$ cat config.mk
export PLATFORM = sky130hd
export DESIGN_NAME = improvement_rate_window
export DESIGN_NICKNAME = d
export VERILOG_FILES = /design/src/irw_pkg.sv /design/src/irw_ram.sv /design/src/irw_ctrl.sv /design/src/irw_datapath.sv /design/src/improvement_rate_window.sv
export SDC_FILE = /design/constraint.sdc
export NUM_CORES = 2
export LEC_CHECK = 0
export BUFFER_PORTS_ARGS = -buffer_cell sky130_fd_sc_hd__buf_2
export CORE_UTILIZATION = 43
export CTS_CLUSTER_SIZE = 8
export DETAILED_ROUTE_END_ITERATION = 10
export PLACE_DENSITY_LB_ADDON = 0.08
export SYNTH_ARGS = -nofsm -noshare
export SYNTH_HDL_FRONTEND = slang
export SYNTH_SLANG_ARGS = --single-unit
$ cat constraint.sdc
create_clock -name clk -period 17.24 [get_ports clk]
set_clock_uncertainty 0.15 [all_clocks]
set_input_delay 5.172 -clock clk [delete_from_list [all_inputs] [get_ports clk]]
set_output_delay 5.172 -clock clk [all_outputs]
set_load 0.01 [all_outputs]
$ cat src/irw_pkg.sv
// Shared types and constants of the improvement rate window.
// Used by every module of the block but irw_ram; depends on nothing.
`timescale 1ns / 1ps

package irw_pkg;

  // Field widths.
  localparam int TIME_W      = 48;
  localparam int SCORE_W     = 47;
  localparam int RATIO_W     = 17;
  localparam int FRAC_W      = 16;
  localparam int QUOT_W      = 32;
  localparam int PROD_W      = SCORE_W + RATIO_W;
  localparam int CFG_DATA_W  = 48;
  localparam int CFG_INDEX_W = 1;

  localparam int DEFAULT_HISTORY_DEPTH = 16;

  // Register indexes on the configuration port.
  localparam logic [CFG_INDEX_W-1:0] REG_MIN_TIMEOUT  = 1'b0;
  localparam logic [CFG_INDEX_W-1:0] REG_WINDOW_RATIO = 1'b1;

  // Ratio constants in Q1.16.
  localparam logic [RATIO_W-1:0] RATIO_ONE   = 17'h10000;
  localparam logic [RATIO_W-1:0] RATIO_RESET = 17'h08000;

  // Request carried on the input channel.
  typedef struct packed {
    logic        [TIME_W-1:0] sample_time;
    logic signed [TIME_W-1:0] sample_score;
  } sample_t;

  // Result carried on the output channel.
  typedef struct packed {
    logic [QUOT_W-1:0] slowness;
    logic              zero_base;
    logic              history_dropped;
  } result_t;

  // One history record as held in the record memory.
  typedef struct packed {
    logic [TIME_W-1:0]  rec_time;
    logic [SCORE_W-1:0] rec_score;
  } record_t;

  // Commands from the controller to the datapath.
  typedef struct packed {
    logic init_wr;
    logic capture;
    logic restart;
    logic append;
    logic mul;
    logic pop;
    logic head_load;
    logic diff_load;
    logic div_init;
    logic div_step;
    logic res_zero;
    logic res_max;
    logic out_load;
  } ctrl_cmd_t;

  // Status from the datapath to the controller.
  typedef struct packed {
    logic backward;
    logic newer;
    logic window;
    logic pop_more;
    logic head_zero;
    logic head_late;
    logic overflow;
    logic div_last;
  } ctrl_sts_t;

endpackage

$ cat src/irw_ram.sv
// Generic single-port-write, single-port-read RAM with a registered read.
// Stand-alone; holds no reset and no initial contents.
`timescale 1ns / 1ps

module irw_ram #(
  parameter int WIDTH = 8,
  parameter int DEPTH = 16
) (
  input  logic                     clk,
  input  logic                     wr_en,
  input  logic [$clog2(DEPTH)-1:0] wr_addr,
  input  logic [WIDTH-1:0]         wr_data,
  input  logic [$clog2(DEPTH)-1:0] rd_addr,
  output logic [WIDTH-1:0]         rd_data
);

  logic [WIDTH-1:0] mem [DEPTH];

  // Write port.
  always_ff @(posedge clk) begin
    if (wr_en) begin
      mem[wr_addr] <= wr_data;
    end
  end

  // Registered read port.
  always_ff @(posedge clk) begin
    rd_data <= mem[rd_addr];
  end

endmodule

$ cat src/irw_ctrl.sv
// Controller of the improvement rate window: sequences one request at a time.
// Depends on irw_pkg for the command and status structs.
`timescale 1ns / 1ps

module irw_ctrl import irw_pkg::*; (
  input  logic      clk,
  input  logic      rst,
  input  logic      in_valid,
  output logic      in_stall,
  output logic      out_valid,
  input  logic      out_stall,
  input  ctrl_sts_t sts,
  output ctrl_cmd_t cmd
);

  localparam logic [3:0] S_INIT     = 4'd0;
  localparam logic [3:0] S_IDLE     = 4'd1;
  localparam logic [3:0] S_CHECK    = 4'd2;
  localparam logic [3:0] S_APPEND   = 4'd3;
  localparam logic [3:0] S_MUL      = 4'd4;
  localparam logic [3:0] S_POP_RD   = 4'd5;
  localparam logic [3:0] S_POP_CHK  = 4'd6;
  localparam logic [3:0] S_DIV_PREP = 4'd7;
  localparam logic [3:0] S_DIV_CHK  = 4'd8;
  localparam logic [3:0] S_DIV      = 4'd9;
  localparam logic [3:0] S_FINISH   = 4'd10;

  logic [3:0] state;
  logic [3:0] state_next;

  // Only the idle state takes a new request.
  assign in_stall = (state != S_IDLE);

  // Next state and commands.
  always_comb begin
    state_next = state;
    cmd        = '0;
    case (state)
      S_INIT: begin
        cmd.init_wr = 1'b1;
        state_next  = S_IDLE;
      end
      S_IDLE: begin
        if (in_valid) begin
          cmd.capture = 1'b1;
          state_next  = S_CHECK;
        end
      end
      S_CHECK: begin
        cmd.restart = sts.backward;
        state_next  = S_APPEND;
      end
      S_APPEND: begin
        cmd.append = sts.newer;
        if (sts.window) begin
          state_next = S_MUL;
        end else begin
          cmd.res_zero = 1'b1;
          state_next   = S_FINISH;
        end
      end
      S_MUL: begin
        cmd.mul    = 1'b1;
        state_next = S_POP_RD;
      end
      S_POP_RD: begin
        // The registered memory read of the front record is under way; S_POP_CHK sees it.
        state_next = S_POP_CHK;
      end
      S_POP_CHK: begin
        if (sts.pop_more) begin
          cmd.pop    = 1'b1;
          state_next = S_POP_RD;
        end else begin
          cmd.head_load = 1'b1;
          state_next    = S_DIV_PREP;
        end
      end
      S_DIV_PREP: begin
        cmd.diff_load = 1'b1;
        if (sts.head_zero) begin
          cmd.res_max = 1'b1;
          state_next  = S_FINISH;
        end else if (sts.head_late) begin
          cmd.res_zero = 1'b1;
          state_next   = S_FINISH;
        end else begin
          state_next = S_DIV_CHK;
        end
      end
      S_DIV_CHK: begin
        if (sts.overflow) begin
          cmd.res_max = 1'b1;
          state_next  = S_FINISH;
        end else begin
          cmd.div_init = 1'b1;
          state_next   = S_DIV;
        end
      end
      S_DIV: begin
        cmd.div_step = 1'b1;
        if (sts.div_last) begin
          state_next = S_FINISH;
        end
      end
      S_FINISH: begin
        // Wait until the output register is free.
        if (!out_valid || !out_stall) begin
          cmd.out_load = 1'b1;
          state_next   = S_IDLE;
        end
      end
      default: begin
        state_next = S_IDLE;
      end
    endcase
  end

  // State register.
  always_ff @(posedge clk) begin
    if (rst) begin
      state <= S_INIT;
    end else begin
      state <= state_next;
    end
  end

  // Output valid flag of the result register.
  always_ff @(posedge clk) begin
    if (rst) begin
      out_valid <= 1'b0;
    end else if (cmd.out_load) begin
      out_valid <= 1'b1;
    end else if (!out_stall) begin
      out_valid <= 1'b0;
    end
  end

endmodule

$ cat src/irw_datapath.sv
// Datapath of the improvement rate window: record queue, multiplier, divider.
// Depends on irw_pkg and instantiates irw_ram for the record history.
`timescale 1ns / 1ps

module irw_datapath import irw_pkg::*; #(
  parameter int HISTORY_DEPTH = DEFAULT_HISTORY_DEPTH
) (
  input  logic                   clk,
  input  logic                   rst,
  input  ctrl_cmd_t              cmd,
  output ctrl_sts_t              sts,
  input  sample_t                in_data,
  output result_t                out_data,
  input  logic                   cfg_write,
  input  logic [CFG_INDEX_W-1:0] cfg_index,
  input  logic [CFG_DATA_W-1:0]  cfg_data
);

  localparam int IDX_W     = $clog2(HISTORY_DEPTH);
  localparam int CNT_W     = $clog2(HISTORY_DEPTH + 1);
  localparam int REC_W     = $bits(record_t);
  localparam int DIV_CNT_W = $clog2(QUOT_W);
  localparam logic [IDX_W-1:0] IDX_LAST = IDX_W'(HISTORY_DEPTH - 1);
  localparam logic [CNT_W-1:0] CNT_FULL = CNT_W'(HISTORY_DEPTH);

  // Configuration registers.
  logic [TIME_W-1:0]  min_timeout;
  logic [RATIO_W-1:0] window_ratio;

  // Current request and queue bookkeeping.
  logic [TIME_W-1:0]  cur_time;
  logic [SCORE_W-1:0] cur_score;
  logic [TIME_W-1:0]  last_time;
  logic [SCORE_W-1:0] last_score;
  logic [IDX_W-1:0]   front;
  logic [IDX_W-1:0]   back;
  logic [CNT_W-1:0]   count;
  logic               dropped;

  // Window head and divider.
  logic [SCORE_W-1:0]   head_score;
  logic [TIME_W-1:0]    win_time;
  logic [TIME_W-1:0]    diff;
  logic [TIME_W-1:0]    rem;
  logic [QUOT_W-1:0]    num_low;
  logic [QUOT_W-1:0]    quot;
  logic                 zero_base;
  logic [DIV_CNT_W-1:0] div_cnt;

  // Combinational helpers.
  logic [RATIO_W-1:0] ratio_eff;
  logic [PROD_W-1:0]  product;
  logic               queue_full;
  logic [IDX_W-1:0]   back_inc;
  logic [IDX_W-1:0]   front_inc;
  logic               wr_en;
  logic [IDX_W-1:0]   wr_addr;
  record_t            wr_rec;
  logic [REC_W-1:0]   rd_data;
  record_t            rd_rec;
  logic [TIME_W:0]    shifted;
  logic [TIME_W:0]    div_diff;
  logic               div_ge;

  function automatic logic [IDX_W-1:0] wrap_inc(input logic [IDX_W-1:0] idx);
    if (idx == IDX_LAST) begin
      return '0;
    end
    return idx + IDX_W'(1);
  endfunction

  assign back_inc   = wrap_inc(back);
  assign front_inc  = wrap_inc(front);
  assign queue_full = (count == CNT_FULL);

  // Ratios above one act as one.
  assign ratio_eff = (window_ratio > RATIO_ONE) ? RATIO_ONE : window_ratio;
  assign product   = cur_score * ratio_eff;

  // One quotient bit per step of the restoring divider.
  assign shifted  = {rem, num_low[QUOT_W-1]};
  assign div_ge   = (shifted >= {1'b0, win_time});
  assign div_diff = shifted - {1'b0, win_time};

  // Record memory write selection.
  always_comb begin
    wr_en   = cmd.init_wr | cmd.restart | cmd.append;
    wr_addr = '0;
    wr_rec  = '0;
    if (cmd.restart) begin
      wr_rec.rec_time = TIME_W'(1);
    end else if (cmd.append) begin
      wr_addr = back_inc;
      wr_rec  = '{rec_time: cur_time, rec_score: cur_score};
    end
  end

  irw_ram #(
    .WIDTH (REC_W),
    .DEPTH (HISTORY_DEPTH)
  ) u_ram (
    .clk     (clk),
    .wr_en   (wr_en),
    .wr_addr (wr_addr),
    .wr_data (REC_W'(wr_rec)),
    .rd_addr (front),
    .rd_data (rd_data)
  );

  assign rd_rec = record_t'(rd_data);

  // Status towards the controller.
  always_comb begin
    sts.backward  = (last_time > cur_time);
    sts.newer     = (last_score < cur_score);
    sts.window    = (cur_time >= min_timeout) && (cur_score != '0);
    sts.pop_more  = (count > CNT_W'(1)) && (rd_rec.rec_score < head_score);
    sts.head_zero = (win_time == '0);
    sts.head_late = (cur_time <= win_time);
    sts.overflow  = ({{FRAC_W{1'b0}}, diff[TIME_W-1:FRAC_W]} >= win_time);
    sts.div_last  = (div_cnt == DIV_CNT_W'(QUOT_W - 1));
  end

  // Configuration registers.
  always_ff @(posedge clk) begin
    if (rst) begin
      min_timeout  <= '0;
      window_ratio <= RATIO_RESET;
    end else if (cfg_write) begin
      case (cfg_index)
        REG_MIN_TIMEOUT:  min_timeout  <= cfg_data[TIME_W-1:0];
        REG_WINDOW_RATIO: window_ratio <= cfg_data[RATIO_W-1:0];
        default: ;
      endcase
    end
  end

  // Queue pointers and newest record; the queue starts as one record (0,0).
  always_ff @(posedge clk) begin
    if (rst) begin
      front      <= '0;
      back       <= '0;
      count      <= CNT_W'(1);
      last_time  <= '0;
      last_score <= '0;
    end else if (cmd.restart) begin
      front      <= '0;
      back       <= '0;
      count      <= CNT_W'(1);
      last_time  <= TIME_W'(1);
      last_score <= '0;
    end else if (cmd.append) begin
      back       <= back_inc;
      last_time  <= cur_time;
      last_score <= cur_score;
      if (queue_full) begin
        front <= front_inc;
      end else begin
        count <= count + CNT_W'(1);
      end
    end else if (cmd.pop) begin
      front <= front_inc;
      count <= count - CNT_W'(1);
    end
  end

  // Request capture and drop flag; negative scores clamp to zero.
  always_ff @(posedge clk) begin
    if (cmd.capture) begin
      cur_time  <= in_data.sample_time;
      cur_score <= in_data.sample_score[TIME_W-1] ? '0 : in_data.sample_score[SCORE_W-1:0];
      dropped   <= 1'b0;
    end else if (cmd.append) begin
      dropped <= queue_full;
    end
  end

  // Window threshold, head record and elapsed time.
  always_ff @(posedge clk) begin
    if (cmd.mul) begin
      head_score <= product[FRAC_W +: SCORE_W];
    end
    if (cmd.head_load) begin
      win_time <= rd_rec.rec_time;
    end
    if (cmd.diff_load) begin
      diff <= cur_time - win_time;
    end
  end

  // Divider and result value.
  always_ff @(posedge clk) begin
    if (cmd.div_init) begin
      rem     <= {{FRAC_W{1'b0}}, diff[TIME_W-1:FRAC_W]};
      num_low <= {diff[FRAC_W-1:0], {(QUOT_W - FRAC_W){1'b0}}};
      quot    <= '0;
      div_cnt <= '0;
    end else if (cmd.div_step) begin
      rem     <= div_ge ? div_diff[TIME_W-1:0] : shifted[TIME_W-1:0];
      num_low <= {num_low[QUOT_W-2:0], 1'b0};
      quot    <= {quot[QUOT_W-2:0], div_ge};
      div_cnt <= div_cnt + DIV_CNT_W'(1);
    end else if (cmd.res_zero) begin
      quot <= '0;
    end else if (cmd.res_max) begin
      quot <= '1;
    end
    if (cmd.res_zero || cmd.div_init) begin
      zero_base <= 1'b0;
    end else if (cmd.res_max) begin
      zero_base <= (win_time == '0);
    end
  end

  // Output register.
  always_ff @(posedge clk) begin
    if (cmd.out_load) begin
      out_data <= '{slowness: quot, zero_base: zero_base, history_dropped: dropped};
    end
  end

endmodule

$ cat src/improvement_rate_window.sv
// Improvement rate window, top level.
// Requests on the input channel carry a timestamp and a score; each gives exactly
// one result on the output channel with the Q16.16 slowness and two flags.
// Both channels use valid and stall: a request moves at a clock edge with valid
// high and stall low. The block works on one request at a time; in_stall is low
// only while it is idle, and a finished result waits in the output register, so
// a new request is taken while the receiver still stalls the previous result.
// When the timeout has not passed or the score is zero the result is zero.
// Otherwise up to HISTORY_DEPTH - 1 front records are popped; the result is
// saturated when the head time is zero or the quotient overflows, zero when the
// head time is not before the sample, and else the divider's quotient. Each
// front-record check waits on the registered memory read, and the divider yields
// one quotient bit per cycle for all 32 bits. The next request is taken in the
// cycle the result appears. If the output register is still held by a stalled
// result, the block waits for it before loading the next one.
// Synchronous reset returns the queue to the single record (0,0) and the
// configuration registers to their defaults; after reset the S_INIT state writes
// memory entry zero, with in_stall high. Configuration writes are taken at any time.
`timescale 1ns / 1ps

module improvement_rate_window import irw_pkg::*; #(
  parameter int HISTORY_DEPTH = DEFAULT_HISTORY_DEPTH
) (
  input  logic                   clk,
  input  logic                   rst,
  input  logic                   in_valid,
  output logic                   in_stall,
  input  sample_t                in_data,
  output logic                   out_valid,
  input  logic                   out_stall,
  output result_t                out_data,
  input  logic                   cfg_write,
  input  logic [CFG_INDEX_W-1:0] cfg_index,
  input  logic [CFG_DATA_W-1:0]  cfg_data
);

  ctrl_cmd_t cmd;
  ctrl_sts_t sts;

  // Sequencer.
  irw_ctrl u_ctrl (
    .clk       (clk),
    .rst       (rst),
    .in_valid  (in_valid),
    .in_stall  (in_stall),
    .out_valid (out_valid),
    .out_stall (out_stall),
    .sts       (sts),
    .cmd       (cmd)
  );

  // Queue, arithmetic and output register.
  irw_datapath #(
    .HISTORY_DEPTH (HISTORY_DEPTH)
  ) u_datapath (
    .clk       (clk),
    .rst       (rst),
    .cmd       (cmd),
    .sts       (sts),
    .in_data   (in_data),
    .out_data  (out_data),
    .cfg_write (cfg_write),
    .cfg_index (cfg_index),
    .cfg_data  (cfg_data)
  );

endmodule

==> impl_metrics.csv <==
group,metric,value,unit
synthesis,yosysWarnings,0,
timing,unrepaired_setup_endpoints_after_global_routing,"no",
worst_setup_path,cp_top_family,"compound AO/OA/AOI/OAI gates",
detailed_routing,vias_per_cell,5.594,
detailed_routing,num_vias,68070,
final_layout,design_area,0.1286,mm2
synthesis,synth_nets,9435,
worst_setup_path,arrival,9.52,ns
placed_design,place.gp.congestion,0.8858,
worst_setup_path,worst_path_most_repeated_cell,"fa_1",
detailed_routing,route.detailed.drc,0,
worst_setup_path,r2r_setup_slack,8.13,ns
floorplan,io_pins,186,
synthesis,synth_area_per_cell,13.94,um2
synthesis,synthDistinctLibCells,80,
status,status,"completed",
placed_design,place_area,0.1195,mm2
timing,max_slew_margin,0.1463,
worst_setup_path,cp_slowest_stage_delay,0.63,ns
cts,cts_repair_resizes,0,
synthesis,syn_inst,8156,
worst_setup_path,end_kind,"register",
cts,clockRootBuffer,"clkbuf_16",
floorplan,die-height,516.3,um
cts,post_cts_buffers,0,
timing,tns,0,ns
cts,cts.sinks,2168,
worst_setup_path,slowest_stage_cell_crit_path,"a221oi_1",
timing,final-hold-violation-count,0,
timing,fin_crit_sh,0.5285,
final_layout,number_of_nets_at_the_end_of_the_flow,9708,
pwr,power_density,105.6,mW/mm2
synthesis,synth-seq-cells,2168,
pwr,peakVddDrop,74.17,uV
cts,tritoncts_clock_tree,"done",
synthesis,synth_enable_flop_cells,1840,
cts,clock_path_buffers,4,
timing,slew_violations,0,
grt,grt_max_degree,127,
timing,max_freq,109.7,MHz
synthesis,top_reg_cell_synth,"edfxtp_1",
cts,cts_hold_repair.buffers,0,
cts,cts-buffers-inserted,315,
final_layout,mostFrequentLayoutCells,"edfxtp_1, inv_1, nand2_1",
cts,cts.reportedPaths.clkPinSlew,0.06,ns
grt,global_route_wire_length_before_repair,478800,um
detailed_routing,detail-route-antenna-nets,0,
detailed_routing,avgRoutedWirePerCell,26.70,um
worst_setup_path,crit_path_start_kind,"register",
pwr,finalPower,0.01358,W
worst_setup_path,kind_of_critical_path,"reg -> reg",
synthesis,syn-cell-area,0.1137,mm2
placed_design,detailed_place_hpwl,207700,um
timing,setup_viol,0,
flow_run,total_of_max_cap_violations,0,
grt,grt_pass1_vias,70460,
worst_setup_path,worst_ep_required_time,17.65,ns
final_layout,share_of_the_core_filled_with_cells,0.4894,
pwr,power.static_leakage,50.96,nW
floorplan,fp.dieArea,0.2665,mm2
final_layout,final_layout_size_suffix_gt1_frac,0.1522,
timing,finalWorstPathRequiredPeriod,9.112,ns
grt,grtUsageTotal,0.2454,
detailed_routing,detailedRoute.firstPassIterationCount,5,
grt,grt_overflow,0,
final_layout,layout-area-overhead-vs-synth,13.06,%
floorplan,die_width,516.3,um
synthesis,synth-seq-area-share,0.5436,
synthesis,async_flop_share,0,
worst_setup_path,timing.critical_path.fanout_max,47,
cts,cts_htree_levels,5,
cts,clock_insertion_delay_worst_skew,0.87,ns
worst_hold_path,worstHoldPathType,"reg -> reg",
grt,grt_antenna_before_repair,21,
final_layout,mostFrequentLayoutCell,"edfxtp_1",
floorplan,rows,188,
detailed_routing,wirelength,324900,um
detailed_routing,detailedRoute.firstIterationViolations,5611,
placed_design,port_buffers,185,
floorplan,core_area,0.2627,mm2
worst_setup_path,critical_path.n_buffers_inverters,8,
timing,worst-slew-pin-transition,1.274,ns
floorplan,effective_utilization_at_floorplan,0.4328,
-- kinds of logic after synthesis --
logic type,share of synthesized area
adders and majority gates,0.1686
AOI/OAI and AO/OA,0.04909
buffers and inverters,0.04696
muxes,0.1051
xor gates and xnor gates,0.01124
and+or+nand+nor,0.07542
DFF,0.5436
-- report_power, final --
part           internal [W]  total, W  switching [W]
logic              0.000749   0.00197        0.00123
clock network       0.00345   0.00570        0.00225
registers           0.00581   0.00590      0.0000887
total                0.0100    0.0136        0.00356
-- final timing paths --
kind | start | endpoint | depth (start not counted)
max | u_datapath.window_ratio[16]$_SDFFE_PP0P_ | u_datapath.head_score[43]$_DFFE_PP_ | 29
min | u_datapath.u_ram.rd_data[86]$_DFF_P_ | u_datapath.win_time[39]$_DFFE_PP_ | 0
max reg2reg | u_datapath.window_ratio[16]$_SDFFE_PP0P_ | u_datapath.head_score[43]$_DFFE_PP_ | 29
min reg2reg | u_datapath.u_ram.rd_data[86]$_DFF_P_ | u_datapath.win_time[39]$_DFFE_PP_ | 0
-- worst register-to-register path: cells and delay by family, from the launching register on --
| family | cells | cell delay (ns) |
|---|---|---|
| flip-flops | 1 | 0.30 |
| buffers and inverters | 8 | 1.34 |
| XOR/XNOR | 1 | 0.09 |
| AO/OA/AOI/OAI | 10 | 3.25 |
| AND/OR/NAND/NOR | 3 | 0.55 |
| adder cells (fa/ha/maj) | 7 | 3.18 |
-- synthesized netlist by cell type (9+ instances only) --
cell,number,area (um2)
o21ai_1,22,110.1
a221oi_1,9,78.83
buf_2,19,95.09
a21o_1,184,1381
buf_1,43,161.4
or3_1,15,93.84
ha_1,456,5705
nor3_1,132,660.6
nand2b_1,26,162.7
nor2b_1,87,544.3
xor2_1,54,473.0
and2_1,260,1627
o21a_1,13,97.59
mux2_1,9,101.4
xnor2_1,92,805.8
nand3_1,55,275.3
nand4_1,80,500.5
edfxtp_1,1840,55250
nor2_1,312,1171
clkbuf_1,362,1359
mux4_2,475,10700
o21ai_0,101,505.5
inv_1,985,3697
and3_1,21,131.4
a221o_1,28,280.3
a31oi_1,25,156.4
o211ai_1,18,135.1
nor4_1,37,231.5
a21boi_0,9,67.56
a21oi_1,331,1657
mux2i_1,107,1071
a211oi_1,16,120.1
dfxtp_1,328,6566
fa_1,673,13470
o21bai_1,33,247.7
nand2_1,769,2887
-- cell type report --
class	instances	area, um2
Fill cell	22790	134200
Sequential cell	2168	61830
Multi-Input combinational cell	4576	47100
Clock buffer	517	8798
Tap cell	3515	4398
Inverter	985	3697
Timing Repair Buffer	383	2487
Clock inverter	19	250.2
Antenna cell	6	15.01
-- per-stage QoR --
stage               hold slack (ns)  std cells  setup WS [ns]
floorplan                    0.2355       8156          7.050
global placement             0.2401      11630          8.256
detailed placement           0.2387      11630          8.183
CTS                          0.2337      12160          8.158
global route                 0.2437      12160          7.669
finish                       0.2340      12170          8.128
-- metal layers --
metal,part of all wire,global-route usage,vias up,wire (um)
met5,0.000083,0,-,27
met2,0.46,0.3811,2055,148700
li1,-,-,29510,-
met3,0.059,0.03448,438,19260
met4,0.021,0.05443,4,6832
met1,0.46,0.3658,36070,150000
-- state kept, by name, indices dropped and copies added (netlist names), 32 cells and up --
name	flops
u_datapath.u_ram.mem	1520
u_datapath.cur_score	47
u_datapath.diff	48
u_datapath.out_data	34
u_datapath.quot	32
u_datapath.u_ram.rd_data	95
u_datapath.head_score	47
u_datapath.min_timeout	48
u_datapath.rem	48
u_datapath.last_score	47
u_datapath.win_time	48
u_datapath.last_time	48
u_datapath.cur_time	48
(Power assumes the default switching activity.)
